## config.mk

```make
export PLATFORM = sky130hd
export DESIGN_NAME = peu_ctrl
export DESIGN_NICKNAME = d
export VERILOG_FILES = /design/src/peu_pkg.sv /design/src/peu_ctrl.sv
export SDC_FILE = /design/constraint.sdc
export NUM_CORES = 1
export LEC_CHECK = 0
export BUFFER_PORTS_ARGS = -buffer_cell sky130_fd_sc_hd__buf_4
export CORE_AREA = 2 2 39 41
export CTS_BUF_LIST = sky130_fd_sc_hd__clkbuf_4
export DETAILED_ROUTE_END_ITERATION = 10
export DIE_AREA = 0 0 41 43
export GPL_ROUTABILITY_DRIVEN = 0
export HOLD_SLACK_MARGIN = 0.12
export PLACE_DENSITY = 0.58
export SLEW_MARGIN = 20
export SYNTH_ARGS = -nofsm -noshare
export SYNTH_HDL_FRONTEND = slang
export SYNTH_SLANG_ARGS = --single-unit
export TNS_END_PERCENT = 30
```

## constraint.sdc

```tcl
create_clock -name clk -period 1 [get_ports clk]
set_input_delay 0.05 -clock clk [delete_from_list [all_inputs] [get_ports clk]]
set_output_delay 0.05 -clock clk [all_outputs]
set_load 0.01 [all_outputs]
```

## src/peu_pkg.sv

```systemverilog
// ----------------------------------------------------------------------------
// peu_pkg
// Shared constants, register codes and controller/datapath bundles for the
// particle emitter update block.
// ----------------------------------------------------------------------------
package peu_pkg;

	// store depth default
	localparam int MAX_PARTICLES_DEF = 32;

	// field widths
	localparam int TIME_W    = 24;
	localparam int ACC_W     = 25;
	localparam int POS_W     = 32;
	localparam int LIFE_W    = 19;
	localparam int SLOT_W    = 5;
	localparam int CFG_W     = 32;
	localparam int REG_IDX_W = 2;

	// lifetime of a fresh particle, 5 s in Q3.16
	localparam logic [LIFE_W-1:0] LIFE_START = 19'd327680;

	// register indexes
	localparam logic [REG_IDX_W-1:0] REG_SPAWN_INTERVAL = 2'd0;
	localparam logic [REG_IDX_W-1:0] REG_EMITTER_X      = 2'd1;
	localparam logic [REG_IDX_W-1:0] REG_EMITTER_Y      = 2'd2;
	localparam logic [REG_IDX_W-1:0] REG_EMITTER_Z      = 2'd3;

	// one stored particle
	typedef struct packed {
		logic [POS_W-1:0]  x;
		logic [POS_W-1:0]  y;
		logic [POS_W-1:0]  z;
		logic [LIFE_W-1:0] life;
	} entry_t;

	// controller to datapath
	typedef struct packed {
		logic load;
		logic chk_pass;
		logic div_start;
		logic div_fin;
		logic upd_run;
		logic upd_fin;
		logic emit_rd;
		logic emit_ld;
		logic emit_empty;
		logic emit_next;
	} cmd_t;

	// datapath to controller
	typedef struct packed {
		logic a_gt;
		logic div_done;
		logic upd_done;
		logic live_zero;
		logic out_last;
	} sts_t;

endpackage

```

## src/peu_ctrl.sv

```systemverilog
// ----------------------------------------------------------------------------
// peu_ctrl
// Tick sequencer: accumulate, divide, update/compact pass, emit pass.
// ----------------------------------------------------------------------------
module peu_ctrl (
	input  logic           clk,
	input  logic           arst_n,
	input  logic           in_valid,
	output logic           in_ready,
	output logic           out_valid,
	input  logic           out_ready,
	input  peu_pkg::sts_t  sts,
	output peu_pkg::cmd_t  cmd
);
	import peu_pkg::*;

	localparam logic [2:0] ST_IDLE = 3'd0;
	localparam logic [2:0] ST_CHK  = 3'd1;
	localparam logic [2:0] ST_DIV  = 3'd2;
	localparam logic [2:0] ST_UPD  = 3'd3;
	localparam logic [2:0] ST_EMIT = 3'd4;
	localparam logic [2:0] ST_LD   = 3'd5;
	localparam logic [2:0] ST_WAIT = 3'd6;

	logic [2:0] state_q;
	logic [2:0] state_nx;

	// next state and commands
	always_comb begin
		state_nx  = state_q;
		cmd       = '0;
		in_ready  = 1'b0;
		out_valid = 1'b0;
		unique case (state_q)
			ST_IDLE: begin
				in_ready = 1'b1;
				if (in_valid) begin
					cmd.load = 1'b1;
					state_nx = ST_CHK;
				end
			end
			ST_CHK: begin
				if (sts.a_gt) begin
					cmd.div_start = 1'b1;
					state_nx      = ST_DIV;
				end else begin
					cmd.chk_pass = 1'b1;
					state_nx     = ST_UPD;
				end
			end
			ST_DIV: begin
				if (sts.div_done) begin
					cmd.div_fin = 1'b1;
					state_nx    = ST_UPD;
				end
			end
			ST_UPD: begin
				cmd.upd_run = 1'b1;
				if (sts.upd_done) begin
					cmd.upd_fin = 1'b1;
					state_nx    = ST_EMIT;
				end
			end
			ST_EMIT: begin
				if (sts.live_zero) begin
					cmd.emit_empty = 1'b1;
					state_nx       = ST_WAIT;
				end else begin
					cmd.emit_rd = 1'b1;
					state_nx    = ST_LD;
				end
			end
			ST_LD: begin
				cmd.emit_ld = 1'b1;
				state_nx    = ST_WAIT;
			end
			ST_WAIT: begin
				out_valid = 1'b1;
				if (out_ready) begin
					if (sts.out_last) begin
						state_nx = ST_IDLE;
					end else begin
						cmd.emit_next = 1'b1;
						state_nx      = ST_LD;
					end
				end
			end
			default: begin
				state_nx = ST_IDLE;
			end
		endcase
	end

	// state register
	always_ff @(posedge clk or negedge arst_n) begin
		if (!arst_n) begin
			state_q <= ST_IDLE;
		end else begin
			state_q <= state_nx;
		end
	end

endmodule

```

# Word-level counts from Yosys, hierarchy flattened
# Index checks and enable logic that the tools add are counted.
# word_totals
register_bits	3
elab_cells	40
output_inout_bits	12
input_bits	9
# classes
mux	27
eq_ne	10
reduce_logical	2
# op_table
op	count
$pmux W3 S7	1
$mux W1	18
$mux W3	5
$eq A3 B3 Y1 const B	3
$ne A2 B2 Y1 const B	4
$eq A3 B2 Y1 const B	2
$mux W2	3
$reduce_and A4 Y1	1
$eq A3 B1 Y1 const B	1
$logic_not A3 Y1	1

# Depth between registers and ports, before layout
# Gate-level depths: netlist of run 1.
# logic_depth
ltp_word	3
depth_mapped	5
ltp_nobuf	4

# Worst setup path before layout of run 1
# Ideal clock, no wire load.
# synth_timing
path_type	register to register
start	register state_q[2]
end	register state_q[0]
setup_time_ps	127
stages_incl_launch_ff	6
setup_slack_ps	-89
synth_period_minus_slack_ps	1089
path_buffers	1
t_required_ps	873
arrival_time_ps	962
cell_sequence	dfrtp_1 > buf_4 > nor3_2 > nand2b_1 > o211ai_2 > o31ai_1
# synth_between
elab_chain_cells	3
elab_cells_between_ends	13
cone_classes	eq/ne (10); mux (1); reduce/logical (2)
# synth_rtl
element	line	text
start: declaration	peu_ctrl.sv:25	logic [2:0] state_q;
start signal: assignment	peu_ctrl.sv:99	state_q <= state_nx;
$eq A3 B2 Y1 (tied with other cells)	peu_ctrl.sv:34	unique case (state_q)
$ne A2 B2 Y1 (no line)	n/a	
$reduce_and A4 Y1 (no line)	n/a	
# Several ways; a longest one is shown, not always the timed one.
# A chain may end at the register's enable or synchronous reset.

==> flow_summary_export.csv, run 1 <==
group,metric,value,unit
die,die_h,43,µm
outcome,violations,"setup timing",
clock_tree,cts.sinks,3,
yosys,ys_ff_latch,3,
sta,fin_ws,-284,ps
route,vias,415,
final_layout,multiInputGateArea,278,µm²
power_and_ir_drop,p_int,1.25,mW
critical_path,arrival,1230,ps
yosys,synth_area,357,µm²
die,core-area,1380,µm²
critical_path,cp_slowest_stage_delay,450,ps
final_layout,max_flop_register,"state_q",
critical_path,start_kind,"flop",
sta,period_needed,1280,ps
sta,relSlewSlack,89.2,%
critical_path,crit_chain,"buf_6, and4bb_2, buf_6",
power_and_ir_drop,power_frac_comb,71.7,%
global_routing,grt_max_degree,9,
final_layout,postLayoutCoreUtil,52.5,%
outcome,status,"finished with violations",
critical_path,crit_fanout,7,
sta,maxClockFrequency,779,MHz
clock_tree,cts_tree,"done",
power_and_ir_drop,power_density,2760,nW/µm²
yosys,netlist_instances,38,
sta,slew_viol_final,0,
global_routing,grt_pass1_vias,406,
power_and_ir_drop,p_clk_share,11.8,%
yosys,synth-main-ff-cell,"dfrtp_1",
yosys,avgSynthCellArea,9.38,µm²
route,wl,1020,µm
sta,rsz0062_at_grt,"yes",
yosys,synth.distinct_cells,23,
final_layout,drive_above_1_share,73.0,%
sta,skew,4.38,ps
sta,fin_hold_ws,148,ps
critical_path,endpoint_kind,"output port",
final_layout,reg_top3,"state_q (3)",
yosys,yosysWarningCount,0,
yosys,yosysSeqAreaShare,21.1,%
final_layout,final_nets,84,
power_and_ir_drop,ir_drop,1.31,mV
critical_path,cp_top_family,"flip-flops",
placed_design,dp_hpwl,734,µm
final_layout,largest_reg_flops,3,
sta,tightestPinTransition,158,ps
power_and_ir_drop,sequentialPowerShare,16.5,%
clock_tree,clockRootBuffer,"clkbuf_4",
critical_path,cp_common_cell,"buf_6",
route,firstDrtPassIters,2,
power_and_ir_drop,total_power,2.00,mW
route,ant_nets,0,
route,drt_iter0_markers,2,
final_layout,area_delta_synth_final,104,%
min_path,hp-class,"primary input to asynchronous set/reset pin",
route,drcViolationCount,0,
power_and_ir_drop,switching_share,37.7,%
global_routing,track_usage,14.0,%
global_routing,gr-total-overflow,0,
die,top_level_ports,21,
sta,hold_viol,0,
global_routing,grt_pass1_wl,1660,µm
clock_tree,cts_buffer_depth,2,
route,vias_per_cell,4.61,
sta,fin_crit_sh,128,%
placed_design,port_buffers,20,
route,post_drt_wl_per_cell,11.3,µm
die,core.rowCount,14,
final_layout,fillers,136,
critical_path,worst-path-buf-inv,2,
clock_tree,htree_num_levels,1,
die,die_area,1760,µm²
die,start_util,25.8,%
clock_tree,clkLatencyLatePin,230,ps
final_layout,final_area,727,µm²
critical_path,cp_slowest_cell,"dfrtp_2",
global_routing,antenna_found_initial,0,
yosys,synth_nets,47,
sta,setup_violations,15,
yosys,async_flop_share,100,%
placed_design,dp_slack,-168,ps
yosys,synth_edf_count,0,
final_layout,regArea,78.8,µm²
clock_tree,clk_pin_slew,40,ps
clock_tree,cts_buffers,3,
placed_design,place_area,582,µm²
critical_path,required,950,ps
power_and_ir_drop,power.switching,0.755,mW
job,cap_violations,0,
power_and_ir_drop,p_leak,0.353,nW
die,die_w,41,µm
final_layout,diodes,0,
critical_path,worstSetupPathType,"flop to output port",
[final cells by class]
type                            instances  area share, %
Tap cell                               16           2.75
Clock buffer                            4           4.13
Timing Repair Buffer                   36           44.1
Sequential cell                         3           10.8
Multi-Input combinational cell         31           38.2
[power by group through the flow]
| stage | Sequential [mW] | Combinational, mW | Clock, mW |
|---|---|---|---|
| after global routing | 0.354 | 1.56 | 0.253 |
| after global placement | 0.321 | 1.13 | 0 |
| after floorplan | 0.257 | 0.747 | 0 |
| after detailed placement | 0.322 | 1.14 | 0 |
| final | 0.331 | 1.44 | 0.237 |
| after CTS | 0.326 | 1.40 | 0.244 |
[per-layer routing]
metal  up-vias  track usage, %  part of all wire, %
li1        215               -                    -
met1       191            17.1                   43
met2         9            20.3                   52
met3         0            4.71                  4.5
met4         0            8.00                    0
met5         -               0                    0
[path summary, 6_finish.rpt]
path / start / slack, ps / cells after the start / end
max: state_q[1] / -280 / 3 / cmd[7]
min: arst_n / 150 / 2 / state_q[0]
max reg2reg: state_q[0] / -200 / 6 / state_q[0]
min reg2reg: state_q[2] / 620 / 1 / state_q[2]
max in group asynchronous: arst_n / 740 / 2 / state_q[2]
min in group clk: sts[1] / 170 / 3 / state_q[1]
[synthesized netlist by cell type, types with 2 or more instances]
cell | instances | area share, %
a21oi_1 | 3 | 4.2
and3b_1 | 2 | 4.9
and4bb_2 | 3 | 11
buf_4 | 3 | 6.3
dfrtp_1 | 3 | 21
nand2_1 | 2 | 2.1
nand2b_1 | 2 | 3.5
nor2_1 | 2 | 2.1
nor4b_2 | 2 | 8.4
o211ai_2 | 2 | 7.0
o21ai_1 | 2 | 2.8
[kinds of logic (layout without fill, tap and decap cells)]
kind of cell,Yosys count,after routing,share of synthesized area [%]
AOI/OAI and AO/OA,11,11,23.2
buffers and inverters,4,40,7.72
DFF,3,3,21.1
muxes,1,1,2.81
and+or+nand+nor,19,19,45.3
[through the flow]
| stage | TNS [ps] | instances |
|---|---|---|
| 2_1_floorplan | -153 | 38 |
| 3_3_place_gp | -1310 | 79 |
| 3_5_place_dp | -1460 | 79 |
| 4_1_cts | -3420 | 90 |
| 5_1_grt | -4150 | 90 |
| 6_report | -3260 | 90 |
[timing repair]
item,CTS,global route
setup buffers,5,0
hold buffers,2,0
gates resized for setup,13,4
setup endpoints to repair,15,15
gates cloned,0,0
pin swaps,4,3
endpoints found under the hold margin,4,0
[cell usage in the layout, fill, tap and decap left out, drive strengths merged]
| master | Yosys | layout |
|---|---|---|
| dlygate4sd3 | 0 | 2 |
| nor2 | 3 | 3 |
| nand2b | 2 | 2 |
| o211ai | 2 | 2 |
| o21ai | 2 | 2 |
| and3b | 3 | 3 |
| a21oi | 3 | 3 |
| clkbuf | 0 | 4 |
| buf | 4 | 34 |
| nand2 | 2 | 2 |
| o31ai | 1 | 1 |
| nor3 | 1 | 1 |
| a21o | 2 | 2 |
| o22a | 1 | 1 |
| nor4b | 2 | 2 |
| and2 | 2 | 2 |
| nand3b | 1 | 1 |
| mux2i | 1 | 1 |
| dfrtp | 3 | 3 |
| and4bb | 3 | 3 |
Power figures use the tool's default switching activity.
==> run 2, diff against run 1 <==
RECOVER_POWER = 25   (was default)
==> run 2 against run 1 <==
Compared with the run above:
- die area is the same
- global-route usage is the same
- highest routed layer unchanged
- clock power is essentially flat
- final area shrank 0.52%
- first-iteration DRC count is the same
- routed wire length is essentially flat
- count of clock-buffer cells in the layout is the same
- non-clock buffer count is the same
- critical path depth is the same
- flip-flop and latch count is the same
- worst setup slack is essentially flat
- the flow still finishes with violations (setup timing)
==> flow_summary_export.csv, run 2 (same netlist as run 1, synthesis figures left out) <==
group,metric,value,unit
route,vias_per_cell,4.61,
critical_path,worstSetupPathType,"flop to output port",
critical_path,required,950,ps
sta,relSlewSlack,89.2,%
clock_tree,cts_tree,"done",
route,firstDrtPassIters,2,
critical_path,crit_fanout,7,
final_layout,max_flop_register,"state_q",
global_routing,grt_pass1_wl,1660,µm
final_layout,area_delta_synth_final,103,%
min_path,hp-class,"primary input to asynchronous set/reset pin",
sta,tightestPinTransition,158,ps
clock_tree,clockRootBuffer,"clkbuf_4",
clock_tree,htree_num_levels,1,
critical_path,arrival,1230,ps
critical_path,start_kind,"flop",
sta,period_needed,1280,ps
final_layout,most-common-layout-cells,"21 x buf_4, 12 x buf_6, 4 x clkbuf_4, 3 x and4bb_2, 3 x dfrtp_2",
die,start_util,25.8,%
final_layout,final_nets,84,
placed_design,place_area,582,µm²
global_routing,grt_pass1_vias,406,
clock_tree,clk_pin_slew,40,ps
clock_tree,cts_buffers,3,
critical_path,path_depth,3,
final_layout,drive_above_1_share,71.6,%
die,die_w,41,µm
power_and_ir_drop,power_density,2770,nW/µm²
die,top_level_ports,21,
sta,fin_crit_sh,128,%
power_and_ir_drop,ir_drop,1.31,mV
die,die_h,43,µm
placed_design,port_buffers,20,
critical_path,r2r_cells,6,
critical_path,worst-path-buf-inv,2,
final_layout,reg_top3,"state_q (3)",
critical_path,endpoint_kind,"output port",
clock_tree,cts.sinks,3,
final_layout,multiInputGateArea,278,µm²
die,core.rowCount,14,
placed_design,dp_hpwl,734,µm
route,drt_iter0_markers,2,
job,cap_violations,0,
clock_tree,clkLatencyLatePin,230,ps
global_routing,gr-total-overflow,0,
critical_path,crit_chain,"buf_6, and4bb_2, buf_6",
route,post_drt_wl_per_cell,11.3,µm
final_layout,largest_reg_flops,3,
sta,fin_ws,-284,ps
critical_path,cp_common_cell,"buf_6",
die,die_area,1760,µm²
final_layout,layout_commonest_cell,"buf_4",
outcome,status,"finished with violations",
power_and_ir_drop,p_leak,0.349,nW
global_routing,track_usage,14.0,%
sta,skew,4.38,ps
route,wl,1020,µm
global_routing,grt_max_degree,9,
final_layout,regArea,78.8,µm²
power_and_ir_drop,total_power,2.00,mW
route,ant_nets,0,
critical_path,cp_top_family,"flip-flops",
critical_path,cp_slowest_stage_delay,450,ps
sta,slew_viol_final,0,
sta,setup_violations,15,
sta,hold_viol,0,
critical_path,cp_slowest_cell,"dfrtp_2",
die,core-area,1380,µm²
final_layout,diodes,0,
sta,rsz0062_at_grt,"yes",
sta,maxClockFrequency,779,MHz
sta,fin_hold_ws,162,ps
global_routing,antenna_found_initial,0,
final_layout,fillers,135,
clock_tree,cts_buffer_depth,2,
outcome,violations,"setup timing",
route,vias,415,
final_layout,final_area,723,µm²
route,drcViolationCount,0,
==> run 2: changes by cell type in the layout (fill, tap and decap cells not counted) <==
cell,change
buf_4,-1
clkbuf_1,+1
==> run 2: worst reg2reg max path: cells and delay by family (launching register included) <==
family	cells	cell delay, ps
flip-flops	1	450
buffers and inverters	2	280
AO/OA/AOI/OAI	3	260
AND/OR/NAND/NOR	1	90
==> run 2: power breakdown <==
part	total, mW	switching, mW	internal, mW
combinational	1.43	0.558	0.877
sequential	0.331	0.137	0.194
clock	0.237	0.0605	0.176
total	2.00	0.755	1.25
==> run 2: layer usage <==
metal	GRT usage [%]	share of wire, %	routed length [µm]
met1	17.1	43	438
met2	20.3	52	532
met3	4.71	4.5	46
met4	8.00	0	0
met5	0	0	0
==> run 2: path summary, 6_finish.rpt <==
| kind | start | end | slack [ps] |
|---|---|---|---|
| max | state_q[1] | cmd[7] | -280 |
| max reg2reg | state_q[0] | state_q[0] | -200 |
| max in group asynchronous | arst_n | state_q[2] | 660 |
| min in group clk | sts[1] | state_q[1] | 170 |
| min reg2reg | state_q[2] | state_q[2] | 620 |
| min | arst_n | state_q[0] | 160 |
==> run 2: stage by stage <==
stage | TNS, ps | setup WS [ps] | instances | utilization (%)
floorplan | -153 | -34.5 | 38 | -
global placement | -1310 | -139 | 79 | 42.0
detailed placement | -1460 | -168 | 79 | 42.0
CTS | -3420 | -296 | 90 | 51.4
global route | -4150 | -349 | 90 | 52.3
finish | -3260 | -284 | 90 | 52.3
==> run 2: repair_timing <==
action,CTS,global route
cloned,0,0
hold buffers,2,0
pin swaps,4,3
resized for setup,13,4
endpoints found under the hold margin,4,0
setup buffers,5,0
setup endpoints to repair,15,15
==> run 2: area by class of cell <==
cell class	instances	area share, %
Clock buffer	4	4.15
Multi-Input combinational cell	31	38.4
Sequential cell	3	10.9
Tap cell	16	2.77
Timing Repair Buffer	36	43.8
