## src/peu_pkg.sv

```systemverilog
// ----------------------------------------------------------------------------
// peu_pkg
// Shared constants, register codes and controller/datapath bundles for the
// particle emitter update block.
// ----------------------------------------------------------------------------
package peu_pkg;

	// store depth default
	localparam int MAX_PARTICLES_DEF = 32;

	// field widths
	localparam int TIME_W    = 24;
	localparam int ACC_W     = 25;
	localparam int POS_W     = 32;
	localparam int LIFE_W    = 19;
	localparam int SLOT_W    = 5;
	localparam int CFG_W     = 32;
	localparam int REG_IDX_W = 2;

	// lifetime of a fresh particle, 5 s in Q3.16
	localparam logic [LIFE_W-1:0] LIFE_START = 19'd327680;

	// register indexes
	localparam logic [REG_IDX_W-1:0] REG_SPAWN_INTERVAL = 2'd0;
	localparam logic [REG_IDX_W-1:0] REG_EMITTER_X      = 2'd1;
	localparam logic [REG_IDX_W-1:0] REG_EMITTER_Y      = 2'd2;
	localparam logic [REG_IDX_W-1:0] REG_EMITTER_Z      = 2'd3;

	// one stored particle
	typedef struct packed {
		logic [POS_W-1:0]  x;
		logic [POS_W-1:0]  y;
		logic [POS_W-1:0]  z;
		logic [LIFE_W-1:0] life;
	} entry_t;

	// controller to datapath
	typedef struct packed {
		logic load;
		logic chk_pass;
		logic div_start;
		logic div_fin;
		logic upd_run;
		logic upd_fin;
		logic emit_rd;
		logic emit_ld;
		logic emit_empty;
		logic emit_next;
	} cmd_t;

	// datapath to controller
	typedef struct packed {
		logic a_gt;
		logic div_done;
		logic upd_done;
		logic live_zero;
		logic out_last;
	} sts_t;

endpackage

```

## src/peu_div.sv

```systemverilog
// ----------------------------------------------------------------------------
// peu_div
// Restoring divider, one quotient bit per cycle, for the spawn count and
// the leftover accumulator time.
// ----------------------------------------------------------------------------
module peu_div (
	input  logic                         clk,
	input  logic                         arst_n,
	input  logic                         start,
	input  logic [peu_pkg::ACC_W-1:0]    dividend,
	input  logic [peu_pkg::TIME_W-1:0]   divisor,
	output logic                         done,
	output logic [peu_pkg::ACC_W-1:0]    quo,
	output logic [peu_pkg::TIME_W-1:0]   rem
);
	import peu_pkg::*;

	localparam int CNT_W = $clog2(ACC_W + 1);

	logic             busy_q;
	logic             done_q;
	logic [CNT_W-1:0] cnt_q;
	logic [ACC_W-1:0] dq_q;
	logic [TIME_W-1:0] rem_q;

	logic [ACC_W-1:0] trial;
	logic             ge;
	logic [ACC_W-1:0] diff;

	// one shift-subtract step
	always_comb begin
		trial = {rem_q, dq_q[ACC_W-1]};
		ge    = trial >= {1'b0, divisor};
		diff  = trial - {1'b0, divisor};
	end

	// step counter
	always_ff @(posedge clk or negedge arst_n) begin
		if (!arst_n) begin
			busy_q <= 1'b0;
			done_q <= 1'b0;
			cnt_q  <= '0;
		end else begin
			done_q <= 1'b0;
			if (start) begin
				busy_q <= 1'b1;
				cnt_q  <= CNT_W'(ACC_W);
			end else if (busy_q) begin
				cnt_q <= cnt_q - 1'b1;
				if (cnt_q == CNT_W'(1)) begin
					busy_q <= 1'b0;
					done_q <= 1'b1;
				end
			end
		end
	end

	// remainder and dividend/quotient shift register
	always_ff @(posedge clk) begin
		if (start) begin
			dq_q  <= dividend;
			rem_q <= '0;
		end else if (busy_q) begin
			dq_q  <= {dq_q[ACC_W-2:0], ge};
			rem_q <= ge ? diff[TIME_W-1:0] : trial[TIME_W-1:0];
		end
	end

	assign done = done_q;
	assign quo  = dq_q;
	assign rem  = rem_q;

endmodule

```

## src/peu_dp.sv

```systemverilog
// ----------------------------------------------------------------------------
// peu_dp
// Datapath: configuration registers, spawn accumulator, particle store,
// update/compact stage and result register.
// ----------------------------------------------------------------------------
module peu_dp #(
	parameter int MAX_PARTICLES = peu_pkg::MAX_PARTICLES_DEF
) (
	input  logic                              clk,
	input  logic                              arst_n,
	input  peu_pkg::cmd_t                     cmd,
	output peu_pkg::sts_t                     sts,
	input  logic [peu_pkg::TIME_W-1:0]        elapsed_time,
	input  logic                              wr_en,
	input  logic [peu_pkg::REG_IDX_W-1:0]     wr_idx,
	input  logic [peu_pkg::CFG_W-1:0]         wr_data,
	output logic signed [peu_pkg::POS_W-1:0]  pos_x,
	output logic signed [peu_pkg::POS_W-1:0]  pos_y,
	output logic signed [peu_pkg::POS_W-1:0]  pos_z,
	output logic [peu_pkg::LIFE_W-1:0]        life_left,
	output logic [peu_pkg::SLOT_W-1:0]        slot,
	output logic                              empty_res,
	output logic                              last
);
	import peu_pkg::*;

	localparam int CW = $clog2(MAX_PARTICLES + 1);
	localparam int AW = (MAX_PARTICLES > 1) ? $clog2(MAX_PARTICLES) : 1;

	// configuration
	logic [TIME_W-1:0] spawn_interval_q;
	logic [POS_W-1:0]  emitter_x_q;
	logic [POS_W-1:0]  emitter_y_q;
	logic [POS_W-1:0]  emitter_z_q;

	// tick state
	logic [ACC_W-1:0]  accum_q;
	logic [ACC_W-1:0]  a_q;
	logic [TIME_W-1:0] dt_q;
	logic [CW-1:0]     live_q;
	logic [CW-1:0]     total_q;
	logic [CW-1:0]     idx_q;
	logic [CW-1:0]     w_q;

	// store and read register
	entry_t            mem_q [MAX_PARTICLES];
	entry_t            rd_q;
	logic              v_s1;
	logic              spawn_s1;

	// result register
	entry_t            out_q;
	logic [SLOT_W-1:0] slot_q;
	logic              empty_q;
	logic              last_q;

	logic [TIME_W-1:0] ival;
	logic [ACC_W-1:0]  quo;
	logic [TIME_W-1:0] rem;
	logic              div_done;
	logic [CW-1:0]     idx_nx;
	logic [CW-1:0]     room;
	logic              upd_rd;
	logic              upd_wr;
	logic              rd_en;
	logic [AW-1:0]     rd_addr;
	entry_t            e_cur;
	entry_t            e_new;
	logic [26:0]       dt5;
	logic [33:0]       y_full;
	logic [ACC_W-1:0]  life_full;
	logic              keep;

	// zero interval acts as the smallest interval
	assign ival = (spawn_interval_q == '0) ? TIME_W'(1) : spawn_interval_q;

	peu_div u_div (
		.clk      (clk),
		.arst_n   (arst_n),
		.start    (cmd.div_start),
		.dividend (a_q - ACC_W'(1)),
		.divisor  (ival),
		.done     (div_done),
		.quo      (quo),
		.rem      (rem)
	);

	// free slots left in the store
	assign room   = CW'(MAX_PARTICLES) - live_q;
	assign idx_nx = idx_q + 1'b1;

	// update pass reads
	assign upd_rd  = cmd.upd_run && (idx_q < total_q);
	assign rd_en   = upd_rd || cmd.emit_rd || cmd.emit_next;
	assign rd_addr = cmd.emit_next ? idx_nx[AW-1:0] : idx_q[AW-1:0];

	// move one particle: fresh ones come from the emitter
	always_comb begin
		if (spawn_s1) begin
			e_cur.x    = emitter_x_q;
			e_cur.y    = emitter_y_q;
			e_cur.z    = emitter_z_q;
			e_cur.life = LIFE_START;
		end else begin
			e_cur = rd_q;
		end
		dt5       = {1'b0, dt_q, 2'b00} + {3'b000, dt_q};
		y_full    = {{2{e_cur.y[POS_W-1]}}, e_cur.y} - {7'b0, dt5};
		life_full = {6'b0, e_cur.life} - {1'b0, dt_q};
		keep      = !life_full[ACC_W-1] && (life_full != '0);
		e_new.x   = e_cur.x;
		e_new.z   = e_cur.z;
		e_new.life = life_full[LIFE_W-1:0];
		// saturate at the most negative position
		if (y_full[33] && (y_full[32:31] != 2'b11)) begin
			e_new.y = 32'h8000_0000;
		end else begin
			e_new.y = y_full[POS_W-1:0];
		end
	end

	assign upd_wr = v_s1 && keep;

	// control registers
	always_ff @(posedge clk or negedge arst_n) begin
		if (!arst_n) begin
			spawn_interval_q <= TIME_W'(6554);
			emitter_x_q      <= '0;
			emitter_y_q      <= '0;
			emitter_z_q      <= '0;
			accum_q          <= '0;
			live_q           <= '0;
			idx_q            <= '0;
			w_q              <= '0;
			v_s1             <= 1'b0;
		end else begin
			if (wr_en) begin
				unique case (wr_idx)
					REG_SPAWN_INTERVAL: spawn_interval_q <= wr_data[TIME_W-1:0];
					REG_EMITTER_X:      emitter_x_q      <= wr_data;
					REG_EMITTER_Y:      emitter_y_q      <= wr_data;
					REG_EMITTER_Z:      emitter_z_q      <= wr_data;
					default:            ;
				endcase
			end
			if (cmd.load) begin
				idx_q <= '0;
				w_q   <= '0;
			end
			if (cmd.chk_pass) begin
				accum_q <= a_q;
			end
			if (cmd.div_fin) begin
				accum_q <= {1'b0, rem} + ACC_W'(1);
			end
			if (upd_rd) begin
				idx_q <= idx_nx;
			end
			v_s1 <= upd_rd;
			if (upd_wr) begin
				w_q <= w_q + 1'b1;
			end
			if (cmd.upd_fin) begin
				live_q <= w_q;
				idx_q  <= '0;
			end
			if (cmd.emit_next) begin
				idx_q <= idx_nx;
			end
		end
	end

	// tick payload and particle count after spawning
	always_ff @(posedge clk) begin
		if (cmd.load) begin
			dt_q <= elapsed_time;
			a_q  <= accum_q + {1'b0, elapsed_time};
		end
		if (cmd.chk_pass) begin
			total_q <= live_q;
		end
		if (cmd.div_fin) begin
			if (quo >= ACC_W'(room)) begin
				total_q <= CW'(MAX_PARTICLES);
			end else begin
				total_q <= live_q + quo[CW-1:0];
			end
		end
		if (upd_rd) begin
			spawn_s1 <= idx_q >= live_q;
		end
	end

	// particle store: one write, one registered read
	always_ff @(posedge clk) begin
		if (upd_wr) begin
			mem_q[w_q[AW-1:0]] <= e_new;
		end
		if (rd_en) begin
			rd_q <= mem_q[rd_addr];
		end
	end

	// result register
	always_ff @(posedge clk) begin
		if (cmd.emit_ld) begin
			out_q   <= rd_q;
			slot_q  <= SLOT_W'(idx_q);
			empty_q <= 1'b0;
			last_q  <= idx_q == (live_q - 1'b1);
		end else if (cmd.emit_empty) begin
			out_q   <= '0;
			slot_q  <= '0;
			empty_q <= 1'b1;
			last_q  <= 1'b1;
		end
	end

	// status
	always_comb begin
		sts.a_gt      = a_q > {1'b0, ival};
		sts.div_done  = div_done;
		sts.upd_done  = (idx_q == total_q) && !v_s1;
		sts.live_zero = live_q == '0;
		sts.out_last  = last_q;
	end

	assign pos_x     = out_q.x;
	assign pos_y     = out_q.y;
	assign pos_z     = out_q.z;
	assign life_left = out_q.life;
	assign slot      = slot_q;
	assign empty_res = empty_q;
	assign last      = last_q;

endmodule

```

## config.mk

```make
export PLATFORM = sky130hd
export DESIGN_NAME = peu_dp
export DESIGN_NICKNAME = d
export VERILOG_FILES = /design/src/peu_pkg.sv /design/src/peu_div.sv /design/src/peu_dp.sv
export SDC_FILE = /design/constraint.sdc
export NUM_CORES = 2
export LEC_CHECK = 0
export BUFFER_PORTS_ARGS = -buffer_cell sky130_fd_sc_hd__buf_2
export CAP_MARGIN = 10
export CELL_PAD_IN_SITES_DETAIL_PLACEMENT = 0
export CELL_PAD_IN_SITES_GLOBAL_PLACEMENT = 1
export CORE_ASPECT_RATIO = 1.75
export CORE_UTILIZATION = 52
export CTS_BUF_LIST = sky130_fd_sc_hd__clkbuf_4 sky130_fd_sc_hd__clkbuf_8
export DETAILED_ROUTE_END_ITERATION = 16
export PLACE_DENSITY_LB_ADDON = 0.1
export SLEW_MARGIN = 10
export SYNTH_ARGS = -nofsm -noshare
export SYNTH_HDL_FRONTEND = slang
export SYNTH_SLANG_ARGS = --single-unit
```

## constraint.sdc

```tcl
create_clock -name clk -period 7.1 [get_ports clk]
set_input_delay 2.13 -clock clk [delete_from_list [all_inputs] [get_ports clk]]
set_output_delay 2.13 -clock clk [all_outputs]
set_load 0.03 [all_outputs]
```

== Word level (Yosys, flattened, before mapping) ==
Memories as Yosys holds them, arrays and structs flattened. A register that Yosys moved wholly into a read port is not among the register bits.
Index checks and enable logic that the tools add are counted.
W data, S select, Z words.

* $lt $le $gt $ge: 5
* Eq/ne operators: 7
* Reductions and logical operators: 22
* Mux-type cells: 33
* Add/sub/neg operators: 13

{| class="wikitable"
|+ Operators with widths
! cell !! count
|-
| $mux W115 || 3
|-
| $mux W25 || 4
|-
| $mux W24 || 2
|-
| $mux W6 || 8
|-
| $sub A32 B28 Y33 || 1
|-
| $mux W32 || 1
|-
| $add A26 B24 Y27 || 1
|-
| $add A24 B1 Y25 const B || 1
|-
| $add A25 B24 Y25 || 1
|-
| $ge A25 B24 Y1 || 1
|-
| $ge A25 B6 Y1 || 1
|-
| $gt A25 B24 Y1 || 1
|-
| $mux W5 || 5
|-
| $reduce_bool A25 Y1 || 1
|-
| $sub A19 B24 Y25 || 1
|-
| $sub A25 B1 Y25 const B || 1
|-
| $logic_not A24 Y1 || 1
|-
| $sub A24 B24 Y24 || 1
|-
| $add A6 B1 Y6 const B || 2
|-
| $eq A6 B6 Y1 || 2
|-
| $mux W1 || 10
|-
| $reduce_and A2 Y1 || 4
|-
| $reduce_bool A2 Y1 || 4
|-
| $add A6 B6 Y6 || 1
|-
| 15 further kinds || 22
|}

* Register bits: 398
* Output and inout bits: 127
* Memory bits (writable): 3,680
* Memories kept: 1
* Word-level logic and storage cells: 106
* Input bits: 71

{| class="wikitable"
|+ Memories
! name !! words !! width !! read ports !! clocked after memory_dff !! wr ports !! line !! source
|-
| mem_q || 32 || 115 || 1 || 1 || 1 || peu_dp.sv:46 || <nowiki>entry_t mem_q [MAX_PARTICLES];</nowiki>
|}

== Logic depth before layout (Yosys ltp) ==
* Word-level depth: 7
* Depth in mapped cells: 23
* Gate-level depth less buffers: 22

== Modules after synthesis ==
A second synthesis with hierarchy kept.

* Cells, all modules: 7,785
* Area total of the unflattened synthesis: 167,733.4 sq um

{| class="wikitable"
|+ Modules (own cells, without submodules)
! module !! cells each !! area an instance (sq um) !! instances !! seq. area each (sq um)
|-
| peu_dp || 7,384 || 163,859.7 || 1 || 123,407.1
|-
| peu_div || 401 || 3,873.7 || 1 || 1,406.3
|}

== Least setup slack after synthesis ==
OpenSTA, ideal clock, no wires.

* Path type: register -> register
* Start: register spawn_s1
* End: memory mem_q[23][0] (netlist name) (enable)
* Cell stages (with the launch flop): 19
* Buffers on the path: 5
* Data arrival time: 7.240 ns
* Library setup time: 0.488 ns
* Data required time: 6.612 ns
* Clock period less this slack: 7.728 ns
* Setup slack: -0.628 ns
* Cells stage by stage: edfxtp_1 clkbuf_1 buf_1 clkbuf_1 nand2b_1 ha_1 fa_1 nand2b_1 a21oi_1 o21ai_1 a311o_1 o21bai_1 a21oi_1 xnor2_1 nor4_2 nor2_2 buf_6 buf_8 and3_1

{| class="wikitable"
|+ RTL lines
! what !! line !! source
|-
| start, declared || peu_dp.sv:49 || <nowiki>logic spawn_s1;</nowiki>
|-
| start signal, assigned || peu_dp.sv:190 || <nowiki>spawn_s1 <= idx_q >= live_q;</nowiki>
|-
| end, declared || peu_dp.sv:46 ||
|}

==> impl_metrics.ini <==
[yosys]
ys_types = 85
syn_avg_cell_area_um2 = 20.5
seq_area_frac_synth_pct = 74.6
synth_nets = 8434
synthSimpleGateAreaFrac_pct = 3.60
synthFlopType = edfxtp_1
synth_top_family_by_area = multiplexers
synth_top_area_share_pct = 71.7
mappedNetlistArea_um2 = 167000
synth.most_common_cell = edfxtp_1
muxShareOfSynthArea_pct = 16.5
ys_ff_latch = 4193
ys_top_cells_by_count = edfxtp_1 (3,997), mux4_2 (1,114), nand2_1 (603), clkbuf_1 (259), mux2_2 (189)
synth_xor_area_share_pct = 0.822
synth_fa_ha_area_share_pct = 1.36
synth-edff-count = 3997
yosys_warnings = 0
synth_largest_area_cell = edfxtp_1
synth_compound_area_share_pct = 1.93
yosys-top-cells-area = edfxtp_1 (72%), mux4_2 (15%), dfrtp_1 (2.5%)
ys_async_sr_fraction_pct = 4.08
synth_cells = 8184

[run]
drv_cap = 0

[sta]
finalHoldViolCount = 0
fin_crit_ps = 6790
relSlewSlack_pct = 16.0
worstMarginPinSlew_ps = 1250
max_freq_mhz = 147
finalWorstSetupSlack_ps = 308
slew_viol_final = 0
rsz0062_at_grt = no
setup-tns-final_ps = 0
fin_crit_sh_pct = 95.7
fin_skew_ps = 47.4
timing.hold.ws_ps = 472
setup_viol = 0

[floorplan]
num_io_pins = 198
row_count = 275
dieWidth_um = 431
coreArea_um2 = 320000
die_area_um2 = 324000
start_util_pct = 52.3
die_h_um = 753

[cells_and_area]
drive_gt1_share_pct = 30.3
syn_to_final_growth_pct = 12.6
fin_nets = 9131
fillers = 23595
final_core_util_pct = 58.8

[critical_path]
reg2reg_depth = 23
cp_data_arrival_time_ps = 4660
crit_required_ps = 4970
r2r_end = mem_q[19][71]$_DFFE_PP_
cp-start-kind = flip-flop
path_max_fanout = 2
reg2reg_setup_slack_ps = 780
end_kind = output pin
rr_startpoint = dt_q[2]$_DFFE_PP_
criticalPathCategory = reg -> out

[clock_tree]
ctsResizeCount = 0
cts_tree = built
clockBufferDepth = 4
post_cts_buffers = 0
clock_latency_ps = 1100
cts.root.buffer_cell = clkbuf_8
htreeDepth = 6
cts_buffers = 599
hold_buffers = 0
clk_pin_slew_ps = 70
clock-sinks = 4193

[global_route]
grt-ovfl-total = 0
grt_antenna_before_repair = 68
track_usage_pct = 30.8
grt_max_degree = 135
grt_pass1_vias = 89100
grt_pass1_wl_mm = 691

[place]
place_hpwl_mm = 292
place.gp.congestion = 0.881
port_buffers = 197
dpl_worst_slack_ps = 893

[worst_hold_path]
hold_end = empty_res$_SDFFE_PP0P_
hp-class = reg -> reg
hold_depth = 2
min-delay-start = empty_res$_SDFFE_PP0P_

[route]
wl_per_cell_um = 36.3
route.vias.total = 87140
first_pass_iters = 5
drc_errors = 0
vias_per_cell = 6.37
drt-total-wl_mm = 497
ant_nets = 0
first_iter_violations = 9908

[power]
p_leak_uw = 0.0623
ir_drop_mv = 0.280
power_density_nw_per_um2 = 406

[status]
status = finished, final reports clean
==> routing by layer <==
layer  track usage, %  vias up  wire length [um]
met5                0        -               115
met4             12.1       18             19700
met3             4.92      824             40700
met2             52.4     4246            256000
met1             39.7    47102            180000
li1                 -    34950                 -
==> stage by stage <==
| step | area, um^2 | power (uW) | instances |
|---|---|---|---|
| 2_1_floorplan | 167000 | 48900 | 8184 |
| 3_3_place_gp | 177000 | 57300 | 12573 |
| 3_5_place_dp | 177000 | 57900 | 12573 |
| 4_1_cts | 188000 | 76900 | 13644 |
| 5_1_grt | 188000 | 79100 | 13652 |
| 6_report | 188000 | 76400 | 13686 |
==> layout by cell type, fill, tap and decap left out, types with 150 or more instances in the layout <==
master    synthesis  routed
buf_2            33     195
buf_4             2     150
clkbuf_4          0     181
clkbuf_8          0     626
dfrtp_1         164     164
edfxtp_1       3997    3997
ha_1            173     173
mux2_2          189     189
mux4_2         1114    1114
nand2_1         603     603
nor2_1          172     159
o21ai_0         153     150
==> sequential cells by signal, indices dropped and copies added (netlist names), 5 cells and up <==
register / cells
accum_q: 25
w_q: 6
emitter_z_q: 32
spawn_interval_q: 24
emitter_y_q: 32
slot: 5
pos_z: 32
idx_q: 6
mem_q: 3680
u_div.rem: 24
a_q: 25
pos_x: 32
emitter_x_q: 32
total_q: 6
pos_y: 32
u_div.quo: 25
dt_q: 24
live_q: 6
u_div.cnt_q: 5
life_left: 19
rd_q: 115
==> area by class of cell <==
type | count | area (um^2) | share of cell area, %
diodes | 42 | 105 | 0.0558
clock buffers | 807 | 9970 | 5.29
clock inverters | 264 | 1760 | 0.936
inverters | 110 | 413 | 0.219
multi-input cells | 3491 | 41100 | 21.8
flip-flops and latches | 4193 | 125000 | 66.2
well taps | 4293 | 5370 | 2.85
repair buffers | 486 | 4910 | 2.61
==> how the worst max path moves through the flow <==
stage	startpoint	endpoint	slack, ps	cells past startpoint
after floorplan	spawn_s1$_DFFE_PP_	mem_q[23][0]$_DFFE_PP_	670	18
after global placement	dt_q[0]$_DFFE_PP_	mem_q[5][71]$_DFFE_PP_	860	23
after detailed placement	dt_q[2]$_DFFE_PP_	mem_q[3][73]$_DFFE_PP_	890	23
after CTS	spawn_interval_q[13]$_DFFE_PN0P_	sts[4]	170	15
after global routing	spawn_interval_q[13]$_DFFE_PN0P_	sts[4]	160	15
final	spawn_interval_q[13]$_DFFE_PN0P_	sts[4]	310	15
==> critical path, cell delays in order (launching register included) <==
cell      delay [ps]
dfrtp_1          380
nor4_1           360
nand4_1          140
o21bai_1         560
ha_1             270
nor2b_1           50
o21a_1           160
o21a_1           160
o21a_1           160
o21a_1           170
o21a_1           160
o21ai_0          140
nand2b_1         120
a21oi_1          180
a21oi_1          240
buf_2            320
==> logic make-up after synthesis <==
logic type | count (synthesis)
fa+ha+maj | 179
flops | 4193
mux | 1350
simple gates | 1293
xor+xnor | 157
compound gates | 512
buf+inv | 500
==> where the power goes <==
group          total [uW]  switching, uW  leakage (uW)  internal [uW]
registers           35600           1410        0.0387          34200
clock network       19100           9320       0.00620           9800
logic               21700          13900        0.0174           7790
Power figures use the tool's default switching activity.
